[src/hdl/lps_pkg.sv]
// Shared constants, action codes and the back-end status struct for the line stepper.
// No dependencies; imported by every module of the block but lps_fifo.
package lps_pkg;

  localparam int LPS_COORD_BITS  = 10;
  localparam int LPS_ADDR_BITS   = 20;
  localparam int LPS_ROW_W_BITS  = 11;
  localparam logic [LPS_ROW_W_BITS-1:0] LPS_ROW_W_RESET = 11'd512;

  // queue depths; the result queue needs at least 3 entries for one pixel a clock
  localparam int LPS_CMD_DEPTH = 4;
  localparam int LPS_OUT_DEPTH = 4;

  // input action codes
  localparam logic ACT_START   = 1'b0;
  localparam logic ACT_ADVANCE = 1'b1;

  // status from the stepping back end
  typedef struct packed {
    logic cmd_pop;
    logic out_wr;
    logic line_active;
  } lps_stat_t;

  // packed command width: 3 flags, 3 coordinates, decision, two step sizes
  function automatic int lps_cmd_bits(input int cb);
    return 6 * cb + 11;
  endfunction

endpackage

[src/hdl/lps_fifo.sv]
// Small register queue, first in first out, with occupancy count.
// Depends on nothing; used for the command queue and the result queue.
module lps_fifo #(
  parameter int WIDTH = 8,
  parameter int DEPTH = 4
) (
  input  logic             clk,
  input  logic             rst_n,
  input  logic             wr_en,
  input  logic [WIDTH-1:0] wr_data,
  input  logic             rd_en,
  output logic [WIDTH-1:0] rd_data,
  output logic             full,
  output logic             empty,
  output logic [$clog2(DEPTH+1)-1:0] count
);

  localparam int PTR_W = (DEPTH > 1) ? $clog2(DEPTH) : 1;
  localparam int CNT_W = $clog2(DEPTH+1);

  logic [WIDTH-1:0] mem_r [DEPTH];
  logic [PTR_W-1:0] wr_ptr_r, wr_ptr_nxt;
  logic [PTR_W-1:0] rd_ptr_r, rd_ptr_nxt;
  logic [CNT_W-1:0] count_r, count_nxt;
  logic             wr_ok, rd_ok;

  assign full  = (count_r == CNT_W'(DEPTH));
  assign empty = (count_r == '0);
  assign count = count_r;
  assign wr_ok = wr_en && !full;
  assign rd_ok = rd_en && !empty;
  assign rd_data = mem_r[rd_ptr_r];

  always_comb begin
    wr_ptr_nxt = wr_ptr_r;
    rd_ptr_nxt = rd_ptr_r;
    count_nxt  = count_r;
    if (wr_ok) begin
      wr_ptr_nxt = (wr_ptr_r == PTR_W'(DEPTH-1)) ? '0 : wr_ptr_r + 1'b1;
    end
    if (rd_ok) begin
      rd_ptr_nxt = (rd_ptr_r == PTR_W'(DEPTH-1)) ? '0 : rd_ptr_r + 1'b1;
    end
    if (wr_ok && !rd_ok) begin
      count_nxt = count_r + 1'b1;
    end else if (rd_ok && !wr_ok) begin
      count_nxt = count_r - 1'b1;
    end
  end

  always_ff @(posedge clk) begin
    if (!rst_n) begin
      wr_ptr_r <= '0;
      rd_ptr_r <= '0;
      count_r  <= '0;
    end else begin
      wr_ptr_r <= wr_ptr_nxt;
      rd_ptr_r <= rd_ptr_nxt;
      count_r  <= count_nxt;
    end
  end

  always_ff @(posedge clk) begin
    if (wr_ok) begin
      mem_r[wr_ptr_r] <= wr_data;
    end
  end

endmodule

[src/hdl/lps_front.sv]
// Front end: classifies an input item and, for a start, works out the line set-up.
// Depends on lps_pkg; output feeds the command queue.
module lps_front
  import lps_pkg::*;
#(
  parameter int COORD_BITS = LPS_COORD_BITS
) (
  input  logic                  action,
  input  logic [COORD_BITS-1:0] x_start,
  input  logic [COORD_BITS-1:0] y_start,
  input  logic [COORD_BITS-1:0] x_end,
  input  logic [COORD_BITS-1:0] y_end,
  output logic [lps_cmd_bits(COORD_BITS)-1:0] cmd_data
);

  localparam int CB = COORD_BITS;

  typedef struct packed {
    logic                 start;
    logic                 major_x;
    logic                 minor_inc;
    logic [CB-1:0]        x;
    logic [CB-1:0]        y;
    logic [CB-1:0]        major_end;
    logic signed [CB+2:0] decision;
    logic [CB+1:0]        step_no_move;
    logic signed [CB+2:0] step_move;
  } cmd_t;

  cmd_t                 cmd;
  logic                 x_gt, y_gt, x_eq, swap;
  logic [CB-1:0]        dx, dy, d_maj, d_min;
  logic signed [CB+2:0] dmin2, dmaj1, dmaj2;

  always_comb begin
    x_gt  = (x_start > x_end);
    y_gt  = (y_start > y_end);
    x_eq  = (x_start == x_end);
    dx    = x_gt ? (x_start - x_end) : (x_end - x_start);
    dy    = y_gt ? (y_start - y_end) : (y_end - y_start);

    cmd.start   = (action == ACT_START);
    cmd.major_x = (dx >= dy);
    // minor axis goes up for a rising or vertical line
    if (x_eq) begin
      cmd.minor_inc = 1'b1;
    end else if (!x_gt) begin
      cmd.minor_inc = (y_end > y_start);
    end else begin
      cmd.minor_inc = !(y_end > y_start);
    end

    swap  = cmd.major_x ? x_gt : y_gt;
    d_maj = cmd.major_x ? dx : dy;
    d_min = cmd.major_x ? dy : dx;

    cmd.x = swap ? x_end : x_start;
    cmd.y = swap ? y_end : y_start;
    if (cmd.major_x) begin
      cmd.major_end = swap ? x_start : x_end;
    end else begin
      cmd.major_end = swap ? y_start : y_end;
    end

    dmin2 = {2'b00, d_min, 1'b0};
    dmaj1 = {3'b000, d_maj};
    dmaj2 = {2'b00, d_maj, 1'b0};
    cmd.decision     = dmin2 - dmaj1;
    cmd.step_no_move = {1'b0, d_min, 1'b0};
    cmd.step_move    = dmin2 - dmaj2;
  end

  assign cmd_data = cmd;

endmodule

[src/hdl/lps_back.sv]
// Back end: holds the line state, steps one pixel per command, forms the address.
// Depends on lps_pkg; reads the command queue and writes the result queue.
module lps_back
  import lps_pkg::*;
#(
  parameter int COORD_BITS = LPS_COORD_BITS,
  parameter int OUT_DEPTH  = LPS_OUT_DEPTH
) (
  input  logic                               clk,
  input  logic                               rst_n,
  input  logic                               cmd_empty,
  input  logic [lps_cmd_bits(COORD_BITS)-1:0] cmd_data,
  input  logic [$clog2(OUT_DEPTH+1)-1:0]     out_count,
  input  logic [LPS_ROW_W_BITS-1:0]          row_width,
  output logic                               cmd_pop,
  output logic                               out_wr,
  output logic [2*COORD_BITS+LPS_ADDR_BITS+1:0] out_data,
  output lps_stat_t                          stat
);

  localparam int CB    = COORD_BITS;
  localparam int AW    = LPS_ADDR_BITS;
  localparam int CNT_W = $clog2(OUT_DEPTH+1);

  typedef struct packed {
    logic                 start;
    logic                 major_x;
    logic                 minor_inc;
    logic [CB-1:0]        x;
    logic [CB-1:0]        y;
    logic [CB-1:0]        major_end;
    logic signed [CB+2:0] decision;
    logic [CB+1:0]        step_no_move;
    logic signed [CB+2:0] step_move;
  } cmd_t;

  cmd_t cmd;
  assign cmd = cmd_t'(cmd_data);

  // line state
  logic [CB-1:0]        cur_x_r, cur_x_nxt;
  logic [CB-1:0]        cur_y_r, cur_y_nxt;
  logic [CB-1:0]        major_end_r, major_end_nxt;
  logic signed [CB+2:0] decision_r, decision_nxt;
  logic [CB+1:0]        step_no_move_r, step_no_move_nxt;
  logic signed [CB+2:0] step_move_r, step_move_nxt;
  logic                 major_x_r, major_x_nxt;
  logic                 minor_inc_r, minor_inc_nxt;
  logic                 active_r, active_nxt;

  // pixel stage
  logic                 pix_v_r;
  logic                 pix_valid_r, pix_valid_nxt;
  logic [CB-1:0]        pix_x_r, pix_x_nxt;
  logic [CB-1:0]        pix_y_r, pix_y_nxt;
  logic                 pix_last_r, pix_last_nxt;

  logic [CNT_W:0]       in_flight;
  logic [CB-1:0]        maj, mnr, maj_inc, mnr_step, step_x, step_y;
  logic                 move;
  logic signed [CB+2:0] dec_add;
  logic [AW-1:0]        addr;

  // credit: never issue more than the result queue can still hold
  assign in_flight = (CNT_W+1)'(out_count) + (CNT_W+1)'(pix_v_r);
  assign cmd_pop   = !cmd_empty && (in_flight < (CNT_W+1)'(OUT_DEPTH));

  always_comb begin
    maj      = major_x_r ? cur_x_r : cur_y_r;
    mnr      = major_x_r ? cur_y_r : cur_x_r;
    move     = !decision_r[CB+2];
    maj_inc  = maj + 1'b1;
    if (!move) begin
      mnr_step = mnr;
    end else if (minor_inc_r) begin
      mnr_step = mnr + 1'b1;
    end else begin
      mnr_step = mnr - 1'b1;
    end
    dec_add  = move ? step_move_r : $signed({1'b0, step_no_move_r});
    step_x   = major_x_r ? maj_inc : mnr_step;
    step_y   = major_x_r ? mnr_step : maj_inc;
  end

  always_comb begin
    cur_x_nxt        = cur_x_r;
    cur_y_nxt        = cur_y_r;
    major_end_nxt    = major_end_r;
    decision_nxt     = decision_r;
    step_no_move_nxt = step_no_move_r;
    step_move_nxt    = step_move_r;
    major_x_nxt      = major_x_r;
    minor_inc_nxt    = minor_inc_r;
    active_nxt       = active_r;
    pix_valid_nxt    = 1'b0;
    pix_x_nxt        = '0;
    pix_y_nxt        = '0;
    pix_last_nxt     = 1'b0;
    if (cmd_pop) begin
      if (cmd.start) begin
        cur_x_nxt        = cmd.x;
        cur_y_nxt        = cmd.y;
        major_end_nxt    = cmd.major_end;
        decision_nxt     = cmd.decision;
        step_no_move_nxt = cmd.step_no_move;
        step_move_nxt    = cmd.step_move;
        major_x_nxt      = cmd.major_x;
        minor_inc_nxt    = cmd.minor_inc;
        pix_valid_nxt    = 1'b1;
        pix_x_nxt        = cmd.x;
        pix_y_nxt        = cmd.y;
        pix_last_nxt     = ((cmd.major_x ? cmd.x : cmd.y) == cmd.major_end);
        active_nxt       = !pix_last_nxt;
      end else if (active_r) begin
        cur_x_nxt     = step_x;
        cur_y_nxt     = step_y;
        decision_nxt  = decision_r + dec_add;
        pix_valid_nxt = 1'b1;
        pix_x_nxt     = step_x;
        pix_y_nxt     = step_y;
        pix_last_nxt  = (maj_inc == major_end_r);
        active_nxt    = !pix_last_nxt;
      end
    end
  end

  always_ff @(posedge clk) begin
    if (!rst_n) begin
      active_r <= 1'b0;
      pix_v_r  <= 1'b0;
    end else begin
      active_r <= active_nxt;
      pix_v_r  <= cmd_pop;
    end
  end

  always_ff @(posedge clk) begin
    cur_x_r        <= cur_x_nxt;
    cur_y_r        <= cur_y_nxt;
    major_end_r    <= major_end_nxt;
    decision_r     <= decision_nxt;
    step_no_move_r <= step_no_move_nxt;
    step_move_r    <= step_move_nxt;
    major_x_r      <= major_x_nxt;
    minor_inc_r    <= minor_inc_nxt;
    pix_valid_r    <= pix_valid_nxt;
    pix_x_r        <= pix_x_nxt;
    pix_y_r        <= pix_y_nxt;
    pix_last_r     <= pix_last_nxt;
  end

  // address wraps at the address width
  assign addr = AW'(pix_x_r) + AW'(pix_y_r) * AW'(row_width);

  assign out_wr   = pix_v_r;
  assign out_data = {pix_valid_r, pix_x_r, pix_y_r, addr, pix_last_r};

  assign stat.cmd_pop     = cmd_pop;
  assign stat.out_wr      = pix_v_r;
  assign stat.line_active = active_r;

endmodule

[src/hdl/line_pixel_stepper.sv]
// Top level of the line stepper: row-width register, front end, command queue,
// stepping back end and result queue. Depends on lps_pkg, lps_fifo, lps_front, lps_back.
//
// Usage
//   Input is a queue: drive push with the item; it is taken at an edge where
//   push is high and full is low. in_action low starts a line from the two
//   endpoints, high asks for the next pixel of the current line.
//   Results come out of a queue: while empty is low the oldest pixel sits on
//   the out_ ports and pop takes it. Every input item gives exactly one result;
//   an advance with no line in progress gives out_valid_res low and zero fields.
//   Setting the pixel (value 255) at out_pixel_addr is left to the consumer.
//   cfg_wr_en writes cfg_wr_data into the row width at once; write it only
//   while both queues are drained.
// Timing
//   One item per clock sustained while the receiver keeps popping. A result
//   passes through the command queue, then the pixel stage, whose address
//   multiply feeds the result queue directly. The rate is set by the
//   combinational step of the line state (decision add and minor move).
// Reset and stalls
//   Reset (rst_n low, synchronous) empties both queues, drops any line and sets
//   the row width to 512. If the receiver stops popping, the back end stops once
//   the result queue is spoken for; the command queue then fills and raises full.

module line_pixel_stepper
  import lps_pkg::*;
#(
  parameter int COORD_BITS = LPS_COORD_BITS,
  parameter int CMD_DEPTH  = LPS_CMD_DEPTH,
  parameter int OUT_DEPTH  = LPS_OUT_DEPTH
) (
  input  logic                      clk,
  input  logic                      rst_n,
  // input channel
  input  logic                      push,
  output logic                      full,
  input  logic                      in_action,
  input  logic [COORD_BITS-1:0]     in_x_start,
  input  logic [COORD_BITS-1:0]     in_y_start,
  input  logic [COORD_BITS-1:0]     in_x_end,
  input  logic [COORD_BITS-1:0]     in_y_end,
  // result channel
  output logic                      empty,
  input  logic                      pop,
  output logic                      out_valid_res,
  output logic [COORD_BITS-1:0]     out_pixel_x,
  output logic [COORD_BITS-1:0]     out_pixel_y,
  output logic [LPS_ADDR_BITS-1:0]  out_pixel_addr,
  output logic                      out_last_pixel,
  // configuration
  input  logic                      cfg_wr_en,
  input  logic [LPS_ROW_W_BITS-1:0] cfg_wr_data
);

  localparam int CMD_W     = lps_cmd_bits(COORD_BITS);
  localparam int OUT_W     = 2 * COORD_BITS + LPS_ADDR_BITS + 2;
  localparam int OUT_CNT_W = $clog2(OUT_DEPTH+1);

  logic [LPS_ROW_W_BITS-1:0] row_width_r;

  logic [CMD_W-1:0]          cmd_wdata, cmd_rdata;
  logic                      cmd_empty, cmd_wr;
  logic [$clog2(CMD_DEPTH+1)-1:0] cmd_count;

  logic [OUT_W-1:0]          out_wdata, out_rdata;
  logic                      out_full;
  logic [OUT_CNT_W-1:0]      out_count;

  logic                      cmd_pop, out_wr;
  lps_stat_t                 stat;

  // row width register
  always_ff @(posedge clk) begin
    if (!rst_n) begin
      row_width_r <= LPS_ROW_W_RESET;
    end else if (cfg_wr_en) begin
      row_width_r <= cfg_wr_data;
    end
  end

  lps_front #(
    .COORD_BITS (COORD_BITS)
  ) u_front (
    .action   (in_action),
    .x_start  (in_x_start),
    .y_start  (in_y_start),
    .x_end    (in_x_end),
    .y_end    (in_y_end),
    .cmd_data (cmd_wdata)
  );

  assign cmd_wr = push && !full;

  // command queue between classification and stepping
  lps_fifo #(
    .WIDTH (CMD_W),
    .DEPTH (CMD_DEPTH)
  ) u_cmd_q (
    .clk     (clk),
    .rst_n   (rst_n),
    .wr_en   (cmd_wr),
    .wr_data (cmd_wdata),
    .rd_en   (cmd_pop),
    .rd_data (cmd_rdata),
    .full    (full),
    .empty   (cmd_empty),
    .count   (cmd_count)
  );

  lps_back #(
    .COORD_BITS (COORD_BITS),
    .OUT_DEPTH  (OUT_DEPTH)
  ) u_back (
    .clk       (clk),
    .rst_n     (rst_n),
    .cmd_empty (cmd_empty),
    .cmd_data  (cmd_rdata),
    .out_count (out_count),
    .row_width (row_width_r),
    .cmd_pop   (cmd_pop),
    .out_wr    (out_wr),
    .out_data  (out_wdata),
    .stat      (stat)
  );

  // result queue; pop transfers the head
  lps_fifo #(
    .WIDTH (OUT_W),
    .DEPTH (OUT_DEPTH)
  ) u_out_q (
    .clk     (clk),
    .rst_n   (rst_n),
    .wr_en   (out_wr),
    .wr_data (out_wdata),
    .rd_en   (pop),
    .rd_data (out_rdata),
    .full    (out_full),
    .empty   (empty),
    .count   (out_count)
  );

  assign {out_valid_res, out_pixel_x, out_pixel_y, out_pixel_addr, out_last_pixel} = out_rdata;

  // credit scheme keeps the result queue from ever overflowing
  a_out_no_overflow: assert property (@(posedge clk) disable iff (!rst_n)
    stat.out_wr |-> !out_full)
    else $error("pixel written into a full result queue");

  a_pop_has_cmd: assert property (@(posedge clk) disable iff (!rst_n)
    stat.cmd_pop |-> !cmd_empty)
    else $error("back end took a command from an empty queue");

  a_credit_bound: assert property (@(posedge clk) disable iff (!rst_n)
    (32'(stat.out_wr) + 32'(out_count)) <= 32'(OUT_DEPTH))
    else $error("pixels in flight exceed result queue depth");

  a_cmd_count_bound: assert property (@(posedge clk) disable iff (!rst_n)
    cmd_wr |=> (32'(cmd_count) >= 32'(1)) || $past(cmd_pop))
    else $error("command transfer lost in the queue");

  a_reset_idle: assert property (@(posedge clk)
    !rst_n |=> !stat.line_active && !stat.out_wr)
    else $error("line or pixel stage live after reset");

endmodule

[config.mk]
export PLATFORM = sky130hd
export DESIGN_NAME = line_pixel_stepper
export DESIGN_NICKNAME = d
export VERILOG_FILES = /design/src/hdl/lps_pkg.sv /design/src/hdl/lps_fifo.sv /design/src/hdl/lps_front.sv /design/src/hdl/lps_back.sv /design/src/hdl/line_pixel_stepper.sv
export SDC_FILE = /design/constraint.sdc
export NUM_CORES = 1
export LEC_CHECK = 0
export BUFFER_PORTS_ARGS = -buffer_cell sky130_fd_sc_hd__buf_4
export CAP_MARGIN = 20
export CELL_PAD_IN_SITES_DETAIL_PLACEMENT = 2
export CELL_PAD_IN_SITES_GLOBAL_PLACEMENT = 2
export CORE_UTILIZATION = 45
export CTS_CLUSTER_DIAMETER = 50
export DETAILED_ROUTE_END_ITERATION = 10
export HOLD_SLACK_MARGIN = 0.03
export PLACE_DENSITY = 0.8
export SETUP_SLACK_MARGIN = 0.4
export SLEW_MARGIN = 5
export SYNTH_ARGS = -nofsm -noshare
export SYNTH_HDL_FRONTEND = slang
export SYNTH_SLANG_ARGS = --single-unit
[constraint.sdc]
create_clock -name clk -period 9.1 [get_ports clk]
set_clock_uncertainty 0.05 [all_clocks]
set_input_delay 0.455 -clock clk [delete_from_list [all_inputs] [get_ports clk]]
set_output_delay 0.455 -clock clk [all_outputs]
set_load 0.01 [all_outputs]
# [After elaboration in Yosys (flattened, before gate mapping)]
# Memories as Yosys holds them, arrays and structs flattened. A register that Yosys moved wholly into a read port is not among the register bits.
# Cells that the tools add are included.
[totals] ram_bits=444 register_bits=119 inputBits=57 n_memories=2
[mem_list] name="u_cmd_q.mem_r" words=4 word_bits=69 rd=1 rd_clocked_by_memory_dff=1 write_ports=1 line_no="lps_fifo.sv:21" text="logic [WIDTH-1:0] mem_r [DEPTH];"
[mem_list] name="u_out_q.mem_r" words=4 word_bits=42 rd=1 rd_clocked_by_memory_dff=1 write_ports=1 line_no="lps_fifo.sv:21"
[classes] eq_ne=9 add_sub_neg=20 n_mul=1 n_lt_le_gt_ge=5 mux=52 n_bitwise=1 reduce_logical=28
[op_table] operator="$mux W10" n=24
[op_table] operator="$sub A10 B10 Y10" n=4
[op_table] operator="$mux W13" n=3
[op_table] operator="$eq A10 B10 Y1" n=3
[op_table] operator="$gt A10 B10 Y1" n=3
[op_table] operator="$add A10 B1 Y10 const B" n=2
[op_table] operator="$add A10 B20 Y20" n=1
[op_table] operator="$mul A10 B11 Y20" n=1
[op_table] operator="$mux W2" n=8
[op_table] operator="$add A13 B13 Y13" n=1
[op_table] operator="$mux W1" n=13
[op_table] operator="$mux W3" n=4
[op_table] operator="$sub A11 B10 Y12" n=1
[op_table] operator="$sub A11 B11 Y12" n=1
[op_table] operator="$logic_not A1 Y1" n=11
[op_table] operator="$ge A10 B10 Y1" n=1
[op_table] operator="$logic_and A1 B1 Y1" n=10
[op_table] operator="$sub A10 B1 Y10 const B" n=1
[op_table] operator="$add A2 B1 Y2 const B" n=4
[op_table] operator="$eq A2 B2 Y1 const B" n=4
[op_table] operator="$add A3 B1 Y3 const B" n=2
[op_table] operator="$eq A3 B3 Y1 const B" n=2
[op_table] operator="$logic_not A3 Y1" n=2
[op_table] operator="$reduce_bool A2 Y1" n=3
[op_table] operator="other kinds (5)" n=7

# [Depth between registers and ports, before layout]
# Gate-level depths: netlist (run 1).
[depth] ltp_word=8 ltp_mapped=35 ltp_nobuf=32

# [By module]
# From an unflattened synthesis (run 1), not the netlist that was laid out.
[unflattened] hier_cells=2343 hier_area_um2=31370.1
[by_module_without_submodules] mod="lps_fifo (u_cmd_q)" n_inst=1 area_each_um2=10801.6 cells_each=422
[by_module_without_submodules] mod="lps_back" n_inst=1 area_each_um2=9420.3 cells_each=970
[by_module_without_submodules] mod="lps_fifo (u_out_q)" n_inst=1 area_each_um2=6593.8 cells_each=271
[by_module_without_submodules] mod="lps_front" n_inst=1 area_each_um2=4136.5 cells_each=644
[by_module_without_submodules] mod="line_pixel_stepper" n_inst=1 area_each_um2=417.9 cells_each=36

# [Worst setup path before layout (run 1)]
# OpenSTA, ideal clock, no wires.
[synth_timing] path_type="input -> register" from="input port in_x_start[0]" to="memory u_cmd_q.mem_r[0][29] (netlist bit) (data pin)" arrival_time_ns=7.082 slack_ns=1.698 path_stages=32 setup_time_ns=0.270 required_time_ns=8.780 cell_sequence="inv_1 -> ha_1 -> inv_1 -> fa_1 -> a21o_1 -> nand4_1 -> and3_1 -> nor2_2 -> a211o_1 -> a32oi_1 -> nand3_1 -> o2bb2ai_1 -> xor2_1 -> ha_1 -> and4_1 -> nand2_1 -> a21oi_1 -> a211oi_2 -> clkbuf_1 -> clkbuf_1 -> clkbuf_1 -> a21oi_1 -> fa_1 -> a21oi_1 -> and3_1 -> o22ai_1 -> o211ai_1 -> a31oi_1 -> a22o_1 -> a221o_1 -> maj3_1 -> xor2_1"
[synth_between] elab_chain_len=5
[synth_lines] item="from (decl)" line_no="line_pixel_stepper.sv:37" text="input logic [COORD_BITS-1:0] in_x_start,"
[synth_lines] item="$sub A10 B10 Y10 or $gt A10 B10 Y1 (tied branches)" line_no="lps_front.sv:39, lps_front.sv:36"
[synth_lines] item="$mux W10 (*)" line_no="lps_front.sv:39" text="dx = x_gt ? (x_start - x_end) : (x_end - x_start);"
[synth_lines] item="$ge A10 B10 Y1" line_no="lps_front.sv:43" text="cmd.major_x = (dx >= dy);"
[synth_lines] item="$mux W10 (*)" line_no="lps_front.sv:55" text="d_min = cmd.major_x ? dy : dx;"
[synth_lines] item="via cmd_wdata[14]" line_no="line_pixel_stepper.sv:60" text="logic [CMD_W-1:0] cmd_wdata, cmd_rdata;"
[synth_lines] item="$sub A11 B10 Y12 (*)" line_no="lps_front.sv:68" text="cmd.decision = dmin2 - dmaj1;"
[synth_lines] item="via cmd_wdata[31]" line_no="line_pixel_stepper.sv:60"
[synth_lines] item="to (decl)" line_no="lps_fifo.sv:21"
# Mark *: on every way through the listed nets, which the timed path passes. The rest lies on a longest branch.

# [Worst setup path in the final report (run 1)]
[layout_timing] from="input port in_x_start[0]" to="memory u_cmd_q.mem_r[3][33] (netlist bit) (data pin)"
[layout_between] elab_chain_len=5
[layout_lines] item="$sub A10 B10 Y10 or $gt A10 B10 Y1 (tied branches)" line_no="lps_front.sv:39, lps_front.sv:36"
[layout_lines] item="$mux W10 (*)" line_no="lps_front.sv:39"
[layout_lines] item="$ge A10 B10 Y1" line_no="lps_front.sv:43"
[layout_lines] item="$mux W10, on equally long branches" line_no="lps_front.sv:55, lps_front.sv:54"
[layout_lines] item="$sub A11 B10 Y12 (*)" line_no="lps_front.sv:68"
[layout_lines] item="via cmd_wdata[35]" line_no="line_pixel_stepper.sv:60"
# Marks and branches as above.

==> results by group, run 1 <==
Logic synthesis
  • Synthesized area: 29700 µm²
  • Count of flip-flops with a built-in enable after synthesis: 493
  • Number of distinct library cells after synthesis: 98
  • Yosys warnings: 0
  • Async set-reset flop share out of synthesis: 0
  • Sequential share of the synthesized area: 0.535
  • Flop and latch count out of synthesis: 546
  • Gate count after technology mapping: 2223
  • Most used DFF post-synth: edfxtp_1
  • Syn_area_per_cell: 13.3 µm²
  • Synth Net Count: 2513

Die
  • Initial core utilization: 0.458
  • Die Y: 259 µm
  • Count of boundary I/O pins: 101
  • # rows: 93
  • Die W: 259 µm
  • Die area: 66900 µm²
  • Placeable core region: 64800 µm²

Critical path
  • Critical-path cell with the highest stage delay: a21oi_1
  • Top Family by Delay on Critical Path: compound AO/OA/AOI/OAI gates
  • Source of the critical timing path: in_x_start[0]
  • Sort of element at the start of the critical path: primary input
  • Critical path buffer and inverter count: 5
  • Kind of critical path: primary input to flip-flop
  • Crit path arrival time: 8420 ps
  • Peak fanout along the critical path: 35
  • Crit path required time: 9410 ps
  • Maximum cell stage delay along the critical path: 520 ps
  • Worst Setup End Kind: flip-flop
  • Launch point of the worst reg-to-reg path: u_back.pix_y_r[1]$_SDFF_PN0_

GRT
  • Global-route track usage on met1: 0.345
  • Leftover overflow at the end of global routing: 0
  • Routing usage on met2: 0.552
  • Wire length of the first global-routing pass: 146000 µm
  • Largest net degree at the start of global routing: 66
  • GR Util All Layers: 0.293
  • Met3 track utilization from global routing: 0.0386
  • Number of global-route vias before repair: 22.1k
  • Grt peak-use layer: met2
  • Antenna violations before repair: 1

Placement
  • Placed insts: 3107
  • Last weighted congestion value of the routability-driven placer: 0.868
  • Port Buffer Count: 100
  • Estimated wirelength of the detail-placed design: 64300 µm
  • Placed inst area: 31300 µm²
  • Post-place setup slack: 514 ps

Clock network
  • Worst-skew pair later-pin latency: 620 ps
  • Clock transition at the register clock pins on the worst setup and hold paths after CTS: 60 ps
  • Setup bufs post-CTS: 0
  • Root buf cell: clkbuf_16
  • Number of sinks handled by clock tree synthesis: 546
  • Longest Clk Path Bufs: 3
  • # H-tree levels: 3
  • Clock tree from TritonCTS: yes
  • TritonCTS Buffers: 72

Hold path
  • Hold Path Origin: cfg_wr_data[10]
  • HP Class: primary input to flip-flop

Pwr
  • Register share of total power: 0.335
  • IR Drop Worst-Case VDD: 154 µV
  • Power density normalized to cell area: 378 nW/µm²
  • Combinational cell fraction of total power: 0.437
  • Int Pwr: 7.62 mW
  • Final Total Pwr: 12.8 mW
  • Pleak: 12.8 nW
  • Switching Fraction: 0.403
  • Switching power: 5.14 mW
  • Part of the power in the clock network: 0.228

Layout
  • Most common library cell in the layout ignoring fill and taps: edfxtp_1
  • Cell area after layout: 33800 µm²
  • Fraction of layout cells with a size suffix above 1: 0.182
  • Nets: 2621
  • Synthesis-to-finish area growth: 13.9%
  • Layout Cells excl Fill: 3247
  • Final Core Density: 0.521
  • Commonest cells after routing, fill and taps aside: edfxtp_1 (493), inv_1 (189), nand2_1 (184), ha_1 (145), buf_4 (124)

Job
  • Number of max-capacitance violations reported: 0

Detailed routing
  • First-pass DRT Iterations: 5
  • Final Routed Wirelength: 96300 µm
  • Number of nets with antenna violations after routing: 0
  • Initial detailed-routing violation count: 1239
  • Detail-routed via count per cell: 5.94
  • Routed length per instance: 29.6 µm
  • # DRC: 0
  • Vias: 19.3k

STA
  • Slew at the pin closest to its max-slew limit: 1220 ps
  • Worst rel slew slack: 0.178
  • RSZ-0062 raised after global routing: false
  • Maximum operating frequency: 0.123 GHz
  • Number of hold-slack violations in the final timing report: 0
  • Setup WS post-layout: 989 ps
  • Final-layout worst hold slack: 89.4 ps
  • Min Tclk post-route: 8110 ps
  • Post-route clock period utilization: 0.891
  • Total negative slack: 0 ps
  • Setup Viol. Count Final: 0
  • Final-report max-slew violation count: 0

Outcome
  • Status: finished, final reports clean
==> power groups by stage <==
stage | sequential, mW | clock, mW | combinational [mW]
6_report | 4.27 | 2.91 | 5.58
3_3_place_gp | 4.20 | 0 | 4.87
2_1_floorplan | 4.05 | 0 | 3.59
3_5_place_dp | 4.30 | 0 | 5.34
5_1_grt | 4.32 | 3.03 | 5.94
4_1_cts | 4.28 | 2.95 | 5.57
==> Yosys cell counts, drive strengths merged, types with 53 or more instances <==
cell	number	area, µm²
edfxtp	493	14800
inv	191	717
nand2	184	691
ha	145	1810
mux4	106	2390
and2	99	621
a21oi	90	458
fa	88	1760
nor2	82	315
o21ai	82	410
clkbuf	64	250
xnor2	60	563
mux2i	57	571
dfxtp	53	1060
==> final cells by class <==
cell class,instances,area (µm²)
Multi-Input combinational cell,1391,12700
Tap cell,855,1070
Sequential cell,546,15900
Timing Repair Buffer,129,966
Clock inverter,40,407
Antenna cell,2,5.00
Fill cell,6037,31000
Clock buffer,93,2020
Inverter,191,717
==> final timing paths <==
path         cells past startpoint  slack [ps]                             end
min                              3          90    row_width_r[10]$_SDFFE_PN0P_
max reg2reg                     21        1900  u_out_q.mem_r[2][19]$_DFFE_PP_
max                             33         990  u_cmd_q.mem_r[3][33]$_DFFE_PP_
min reg2reg                      0         470  u_out_q.mem_r[1][41]$_DFFE_PP_
==> metal layers <==
layer	part of all wire	vias to the layer above
met3	0.035	184
met5	0	-
met2	0.55	517
li1	-	8342
met4	0.030	0
met1	0.39	10254
==> sequential cells by signal, indices dropped and copies added, names as in the netlist, 11 cells and up, named ones only <==
register,count
u_out_q.mem_r,168
row_width_r,11
u_cmd_q.mem_r,260
u_back.decision_r,12
u_back.step_move_r,11
==> worst reg2reg max path, stage by stage (launching register included) <==
cell,delay (ps)
dfxtp_1,770
nand2_1,220
fa_1,580
inv_1,60
ha_1,210
fa_1,440
ha_1,320
inv_1,60
fa_1,480
inv_1,40
ha_1,320
nor2b_1,150
o21ai_0,280
a21boi_0,210
o21ai_0,410
a21boi_0,270
o21a_1,230
nor2_1,240
a2bb2oi_1,450
a211o_1,230
nand2_1,90
o311ai_0,790
==> kinds of logic (layout without fill, tap and decap cells) <==
logic type               Yosys count  after routing  synth area share
AO/OA/AOI/OAI                    335            335            0.0748
adder cells (fa/ha/maj)          234            234             0.121
multiplexers                     189            189             0.110
other                              0              2                 0
XOR/XNOR                          92             92            0.0284
buffers and inverters            286            453            0.0378
flip-flops                       546            546             0.535
AND/OR/NAND/NOR                  541            541            0.0933
==> timing repair <==
item | in CTS | in global routing
hold buffers | 1 | 0
resized for setup | 0 | 1
endpoints found under the hold margin | 1 | 0
setup endpoints to repair | 0 | 12
Note: power is estimated with default switching activity, not from simulation.
==> run 2: changes to the inputs <==
--- a/config.mk
+++ b/config.mk
@@ -9,6 +9,7 @@
 export CAP_MARGIN = 20
 export CELL_PAD_IN_SITES_DETAIL_PLACEMENT = 2
 export CELL_PAD_IN_SITES_GLOBAL_PLACEMENT = 2
+export CORE_ASPECT_RATIO = 0.5
 export CORE_UTILIZATION = 45
 export CTS_CLUSTER_DIAMETER = 50
 export DETAILED_ROUTE_END_ITERATION = 10
==> results by group, run 2 (synthesis gave the netlist of run 1 again) <==
Detailed routing
  • Number of nets with antenna violations after routing: 0 (unchanged)
  • Detail-routed via count per cell: 5.89 (-0.97%)
  • Initial detailed-routing violation count: 1309 (+5.6%)
  • # DRC: 0 (unchanged)
  • Routed length per instance: 27.8 µm (-6.2%)
  • Final Routed Wirelength: 90100 µm (-6.4%)
  • First-pass DRT Iterations: 5 (unchanged)
  • Vias: 19.1k (-1.2%)

Critical path
  • Worst Reg2Reg Path Length in Cells: 21 (unchanged)
  • Top Family by Delay on Critical Path: compound AO/OA/AOI/OAI gates
  • Launch point of the worst reg-to-reg path: u_back.pix_y_r[1]$_SDFF_PN0_
  • Kind of critical path: primary input to flip-flop
  • Critical path buffer and inverter count: 6 (+1)
  • Peak fanout along the critical path: 15 (-57%)
  • Maximum cell stage delay along the critical path: 490 ps (-30 ps)
  • Crit path arrival time: 8400 ps (-20 ps)
  • Most used cell along the critical path: buf_4
  • Endpoint of the worst register-to-register path: u_out_q.mem_r[2][19]$_DFFE_PP_
  • Critical-path cell with the highest stage delay: a21oi_1
  • Flop2flop setup slack: 2690 ps (+790 ps)
  • Crit path required time: 9400 ps (about the same)
  • Worst Setup End Kind: flip-flop
  • Sort of element at the start of the critical path: primary input

STA
  • Post-route clock period utilization: 0.890 (-0.00128)
  • Slew at the pin closest to its max-slew limit: 1160 ps (-59.4 ps)
  • Number of hold-slack violations in the final timing report: 0 (unchanged)
  • Setup Viol. Count Final: 0 (unchanged)
  • Maximum operating frequency: 0.123 GHz (+0.14%)
  • Total negative slack: 0 ps (unchanged)
  • Min Tclk post-route: 8100 ps (-11.7 ps)
  • Final-report max-slew violation count: 0 (unchanged)
  • RSZ-0062 raised after global routing: false
  • Worst rel slew slack: 0.221 (+0.0435)

Layout
  • Layout fillers: 6206 (+2.8%)
  • Combined area of the multi-input logic cells: 12700 µm² (about the same)
  • Synthesis-to-finish area growth: 11.6%
  • Reg with most FFs: u_cmd_q.mem_r
  • Fraction of layout cells with a size suffix above 1: 0.169 (-0.0122)
  • Top Registers: u_cmd_q.mem_r (260), u_out_q.mem_r (168), u_back.decision_r (12)
  • Layout Cells excl Fill: 3241 (-0.18%)
  • Nets: 2602 (-0.72%)
  • Commonest cells after routing, fill and taps aside: edfxtp_1 (493), inv_1 (189), nand2_1 (184), ha_1 (145), buf_4 (128)
  • Most common library cell in the layout ignoring fill and taps: edfxtp_1
  • Number of flip-flops in the largest register: 260 (unchanged)
  • Register Area: 15900 µm² (about the same)

Die
  • Die Y: 184 µm (-29%)
  • # rows: 66 (-29%)
  • Die W: 365 µm (+41%)
  • Count of boundary I/O pins: 101 (unchanged)
  • Placeable core region: 65100 µm² (+0.40%)
  • Die area: 67000 µm² (about the same)
  • Initial core utilization: 0.456 (-0.00182)

Hold path
  • Hold-critical path endpoint: row_width_r[9]$_SDFFE_PN1P_
  • Number of cells on the worst hold path: 3 (unchanged)
  • Hold Path Origin: cfg_wr_data[9]
  • HP Class: primary input to flip-flop

Clock network
  • TritonCTS Buffers: 52 (-28%)
  • Hold buffer count at cts: 0 (-1)
  • Longest Clk Path Bufs: 3 (unchanged)
  • Number of sinks handled by clock tree synthesis: 546 (unchanged)
  • Worst-skew pair later-pin latency: 610 ps (about the same)
  • Clock tree from TritonCTS: yes
  • Total of cells resized after clock tree synthesis: 0 (unchanged)
  • Setup bufs post-CTS: 0 (unchanged)
  • # H-tree levels: 2 (-1)
  • Root buf cell: clkbuf_16
  • Clock transition at the register clock pins on the worst setup and hold paths after CTS: 70 ps (about the same)

Placement
  • Port Buffer Count: 100 (unchanged)
  • Last weighted congestion value of the routability-driven placer: 0.866 (-0.24%)
  • Placed insts: 3140 (+1.1%)
  • Estimated wirelength of the detail-placed design: 60600 µm (-5.8%)

Pwr
  • Power density normalized to cell area: 363 nW/µm² (-3.8%)
  • Pleak: 12.4 nW (-2.8%)
  • IR Drop Worst-Case VDD: 146 µV (-5.3%)

GRT
  • Antenna violations before repair: 1 (unchanged)
  • Number of global-route vias before repair: 21.2k (-3.9%)
  • Leftover overflow at the end of global routing: 0 (unchanged)
  • GR Util All Layers: 0.273 (-0.0207)
  • Wire length of the first global-routing pass: 136000 µm (-6.4%)
  • Largest net degree at the start of global routing: 66 (unchanged)

Outcome
  • Status: finished, final reports clean

Job
  • Number of max-capacitance violations reported: 0 (unchanged)
[run 2: cell types whose count changed in the layout (fill, tap and decap cells not counted), sizes merged]
cell,change
clkbuf,-17
clkinv,-11
dlygate4sd3,-1
diode,-1
inv,-7
bufinv,-1
buf,+3
[run 2: routing by layer]
| metal | GRT usage | part of all wire |
|---|---|---|
| met5 | 0 | 0 |
| met4 | 0.0735 | 0.024 |
| met3 | 0.0425 | 0.047 |
| met2 | 0.479 | 0.51 |
| met1 | 0.351 | 0.42 |
[run 2: power by group]
| group | switching (mW) | internal [mW] |
|---|---|---|
| Sequential | 0.451 | 3.87 |
| Clock | 1.03 | 1.21 |
| Combinational | 3.43 | 2.03 |
| Total | 4.91 | 7.11 |
[run 2: how the worst max path moves through the flow]
stage                       start                        endpoint  cells after the start
floorplan           in_x_start[0]  u_cmd_q.mem_r[0][29]$_DFFE_PP_                     32
global placement    in_x_start[0]  u_cmd_q.mem_r[0][29]$_DFFE_PP_                     34
detailed placement  in_x_start[0]  u_cmd_q.mem_r[3][29]$_DFFE_PP_                     34
CTS                 in_x_start[0]  u_cmd_q.mem_r[1][29]$_DFFE_PP_                     34
global route        in_x_start[0]  u_cmd_q.mem_r[1][33]$_DFFE_PP_                     35
finish              in_x_start[7]  u_cmd_q.mem_r[1][29]$_DFFE_PP_                     32
[run 2: worst reg2reg max path, cell delays in order (launching register included)]
cell	delay (ps)
dfxtp_1	710
nand2_1	180
fa_1	580
inv_1	50
ha_1	200
fa_1	440
ha_1	300
inv_1	50
fa_1	480
inv_1	40
ha_1	310
nor2b_1	140
o21ai_0	210
a21boi_0	160
o21ai_0	260
a21boi_0	190
o21a_1	200
nor2_1	160
a2bb2oi_1	350
a211o_1	210
nand2_1	90
o311ai_0	730
[run 2: final cells by class]
class                      instances  area share
antenna                            1   0.0000756
clock inverter                    21     0.00647
clock buffer                      77      0.0443
multi-input combinational       1391       0.384
sequential                       546       0.480
inverter                         191      0.0217
tap                              884      0.0334
timing repair buffer             130      0.0301
[run 2: stage by stage]
stage / power (mW) / setup slack [ps] / area [µm²] / utilization / hold slack (ps)
floorplan: 7.64 / 1700 / 29700 / - / 388
global placement: 9.05 / 1190 / 31400 / 0.482 / 410
detailed placement: 9.61 / 689 / 31400 / 0.482 / 426
CTS: 12.1 / 1180 / 33100 / 0.508 / 37.6
global route: 12.6 / 678 / 33100 / 0.508 / 46.3
finish: 12.0 / 1000 / 33100 / 0.509 / 65.6
==> run 3: changes to the inputs <==
--- a/config.mk
+++ b/config.mk
@@ -6,7 +6,7 @@
 export NUM_CORES = 1
 export LEC_CHECK = 0
 export BUFFER_PORTS_ARGS = -buffer_cell sky130_fd_sc_hd__buf_4
-export CAP_MARGIN = 20
+export CAP_MARGIN = 15
 export CELL_PAD_IN_SITES_DETAIL_PLACEMENT = 2
 export CELL_PAD_IN_SITES_GLOBAL_PLACEMENT = 2
 export CORE_ASPECT_RATIO = 0.5
==> constraint.sdc (replaced) <==
create_clock -name clk -period 8.6 [get_ports clk]
set_clock_uncertainty 0.05 [all_clocks]
set_input_delay 0.43 -clock clk [delete_from_list [all_inputs] [get_ports clk]]
set_output_delay 0.43 -clock clk [all_outputs]
set_load 0.01 [all_outputs]
==> results by group, run 3 (synthesis gave the netlist of run 1 again) <==
Layout
  • Commonest cells after routing, fill and taps aside: edfxtp_1 (493), inv_1 (189), nand2_1 (184), ha_1 (145), buf_4 (132)
  • Fraction of layout cells with a size suffix above 1: 0.169 (about the same)
  • Layout Cells excl Fill: 3241 (unchanged)
  • Combined area of the multi-input logic cells: 12700 µm² (unchanged)
  • Layout fillers: 6196 (-0.16%)
  • Nets: 2607 (+0.19%)
  • Reg with most FFs: u_cmd_q.mem_r
  • Register Area: 15900 µm² (unchanged)
  • Synthesis-to-finish area growth: 11.3%
  • Most common library cell in the layout ignoring fill and taps: edfxtp_1
  • Number of flip-flops in the largest register: 260 (unchanged)
  • Top Registers: u_cmd_q.mem_r (260), u_out_q.mem_r (168), u_back.decision_r (12)
  • Diode insertion count for antenna repair: 0 (-1)

Pwr
  • IR Drop Worst-Case VDD: 182 µV (+25%)
  • Switching Fraction: 0.407 (-0.00101)
  • Part of the power in the clock network: 0.176 (-0.010)
  • Power density normalized to cell area: 381 nW/µm² (+4.7%)
  • Register share of total power: 0.362 (+0.002)
  • Final Total Pwr: 12.6 mW (+4.5%)
  • Int Pwr: 7.44 mW (+4.6%)
  • Pleak: 12.4 nW (-0.32%)
  • Switching power: 5.12 mW (+4.2%)
  • Combinational cell fraction of total power: 0.462 (+0.008)

Detailed routing
  • Routed length per instance: 27.2 µm (-2.1%)
  • Initial detailed-routing violation count: 1467 (+12%)
  • First-pass DRT Iterations: 5 (unchanged)
  • # DRC: 0 (unchanged)
  • Number of nets with antenna violations after routing: 0 (unchanged)
  • Detail-routed via count per cell: 5.81 (-1.2%)
  • Vias: 18.8k (-1.2%)
  • Final Routed Wirelength: 88200 µm (-2.1%)

STA
  • Slew at the pin closest to its max-slew limit: 1120 ps (-40.3 ps)
  • Min Tclk post-route: 7620 ps
  • Total negative slack: 0 ps (unchanged)
  • Post-route clock period utilization: 0.886
  • Setup Viol. Count Final: 0 (unchanged)
  • Maximum operating frequency: 0.131 GHz
  • Worst rel slew slack: 0.245 (+0.0236)
  • Setup WS post-layout: 978 ps (-22.1 ps)
  • Final-layout worst hold slack: 57.5 ps (-8.11 ps)
  • Number of hold-slack violations in the final timing report: 0 (unchanged)
  • RSZ-0062 raised after global routing: false
  • Final-report max-slew violation count: 0 (unchanged)

Clock network
  • Clock tree from TritonCTS: yes
  • Root buf cell: clkbuf_16
  • TritonCTS Buffers: 53 (+1.9%)
  • Number of sinks handled by clock tree synthesis: 546 (unchanged)
  • Total of cells resized after clock tree synthesis: 0 (unchanged)
  • Clock transition at the register clock pins on the worst setup and hold paths after CTS: 60 ps (about the same)
  • Worst-skew pair later-pin latency: 600 ps (about the same)
  • # H-tree levels: 2 (unchanged)
  • Longest Clk Path Bufs: 3 (unchanged)

Critical path
  • Critical path buffer and inverter count: 7 (+1)
  • Top Family by Delay on Critical Path: compound AO/OA/AOI/OAI gates
  • Worst Setup End Kind: flip-flop
  • Crit path arrival time: 7920 ps (-480 ps)
  • Peak fanout along the critical path: 15 (unchanged)
  • Kind of critical path: primary input to flip-flop
  • Sort of element at the start of the critical path: primary input
  • Critical-path cell with the highest stage delay: fa_1
  • Maximum cell stage delay along the critical path: 490 ps (about the same)
  • Crit path required time: 8900 ps (-500 ps)

Placement
  • Last weighted congestion value of the routability-driven placer: 0.854 (-1.4%)
  • Post-place setup slack: 512 ps (-176 ps)
  • Placed insts: 3144 (+0.13%)
  • Estimated wirelength of the detail-placed design: 61900 µm (+2.3%)
  • Port Buffer Count: 100 (unchanged)

Die
  • # rows: 66 (unchanged)
  • Initial core utilization: 0.456 (unchanged)
  • Placeable core region: 65100 µm² (unchanged)
  • Die W: 365 µm (unchanged)
  • Die Y: 184 µm (unchanged)
  • Die area: 67000 µm² (unchanged)
  • Count of boundary I/O pins: 101 (unchanged)

GRT
  • Largest net degree at the start of global routing: 66 (unchanged)
  • GR Util All Layers: 0.267 (-0.00539)
  • Leftover overflow at the end of global routing: 0 (unchanged)
  • Antenna violations before repair: 1 (unchanged)
  • Wire length of the first global-routing pass: 134000 µm (-1.7%)
  • Number of global-route vias before repair: 21.0k (-0.89%)

Outcome
  • Status: finished, final reports clean

Job
  • Number of max-capacitance violations reported: 0 (unchanged)

Hold path
  • HP Class: primary input to flip-flop
==> run 3: cell types whose count changed in the layout (fill, tap and decap cells not counted), moves of 2 or more <==
| cell | change |
|---|---|
| clkbuf_8 | -4 |
| clkinvlp_4 | +2 |
| clkinv_1 | +5 |
| clkbuf_1 | -5 |
| clkinv_2 | +3 |
| buf_4 | +4 |
| inv_6 | -2 |
| bufinv_16 | -2 |
==> run 3: what timing repair did <==
action	CTS	global route
endpoints found under the hold margin	1	0
hold buffers	1	0
setup buffers	0	0
==> run 3: per-layer routing <==
layer  part of all wire  up-vias  routed length (µm)  track usage
met5            0.00015        -                  13            0
met4              0.018        2                1580       0.0554
met3              0.041      114                3620       0.0337
met2               0.52      443               45700        0.481
met1               0.42     9979               37300        0.347
li1                   -     8300                   -            -
==> run 3: stage by stage <==
stage	utilization	instance area, µm²
6_report	0.507	33000
5_1_grt	0.507	33000
4_1_cts	0.507	33000
3_5_place_dp	0.483	31400
3_3_place_gp	0.483	31400
2_1_floorplan	-	29700
==> run 3: power groups by stage <==
stage / clock network, mW / registers (mW) / logic (mW)
after floorplan: 0 / 4.29 / 3.79
after detailed placement: 0 / 4.60 / 5.67
after CTS: 2.25 / 4.56 / 5.81
final: 2.22 / 4.55 / 5.80
after global routing: 2.34 / 4.61 / 6.23
after global placement: 0 / 4.49 / 5.12
==> run 3: path summary, 6_finish.rpt <==
check        depth (start not counted)  slack (ps)                           from                              to
max                                 34         980                  in_x_start[0]  u_cmd_q.mem_r[1][29]$_DFFE_PP_
min                                  3          60                 cfg_wr_data[7]     row_width_r[7]$_SDFFE_PN0P_
max reg2reg                         21        2260   u_back.pix_y_r[2]$_SDFF_PN0_  u_out_q.mem_r[0][19]$_DFFE_PP_
min reg2reg                          0         450  u_back.pix_valid_r$_SDFF_PN0_  u_out_q.mem_r[2][41]$_DFFE_PP_
==> run 3: layout make-up <==
cell class,count,share of cell area
Multi-Input combinational cell,1391,0.385
Timing Repair Buffer,134,0.0309
Tap cell,884,0.0335
Inverter,191,0.0217
Clock inverter,27,0.00538
Clock buffer,68,0.0422
Sequential cell,546,0.481
==> run 3: tightest hold or removal path: stages <==
cell and delay (ps):
buf_4 80, mux2i_1 60, nor2b_1 90
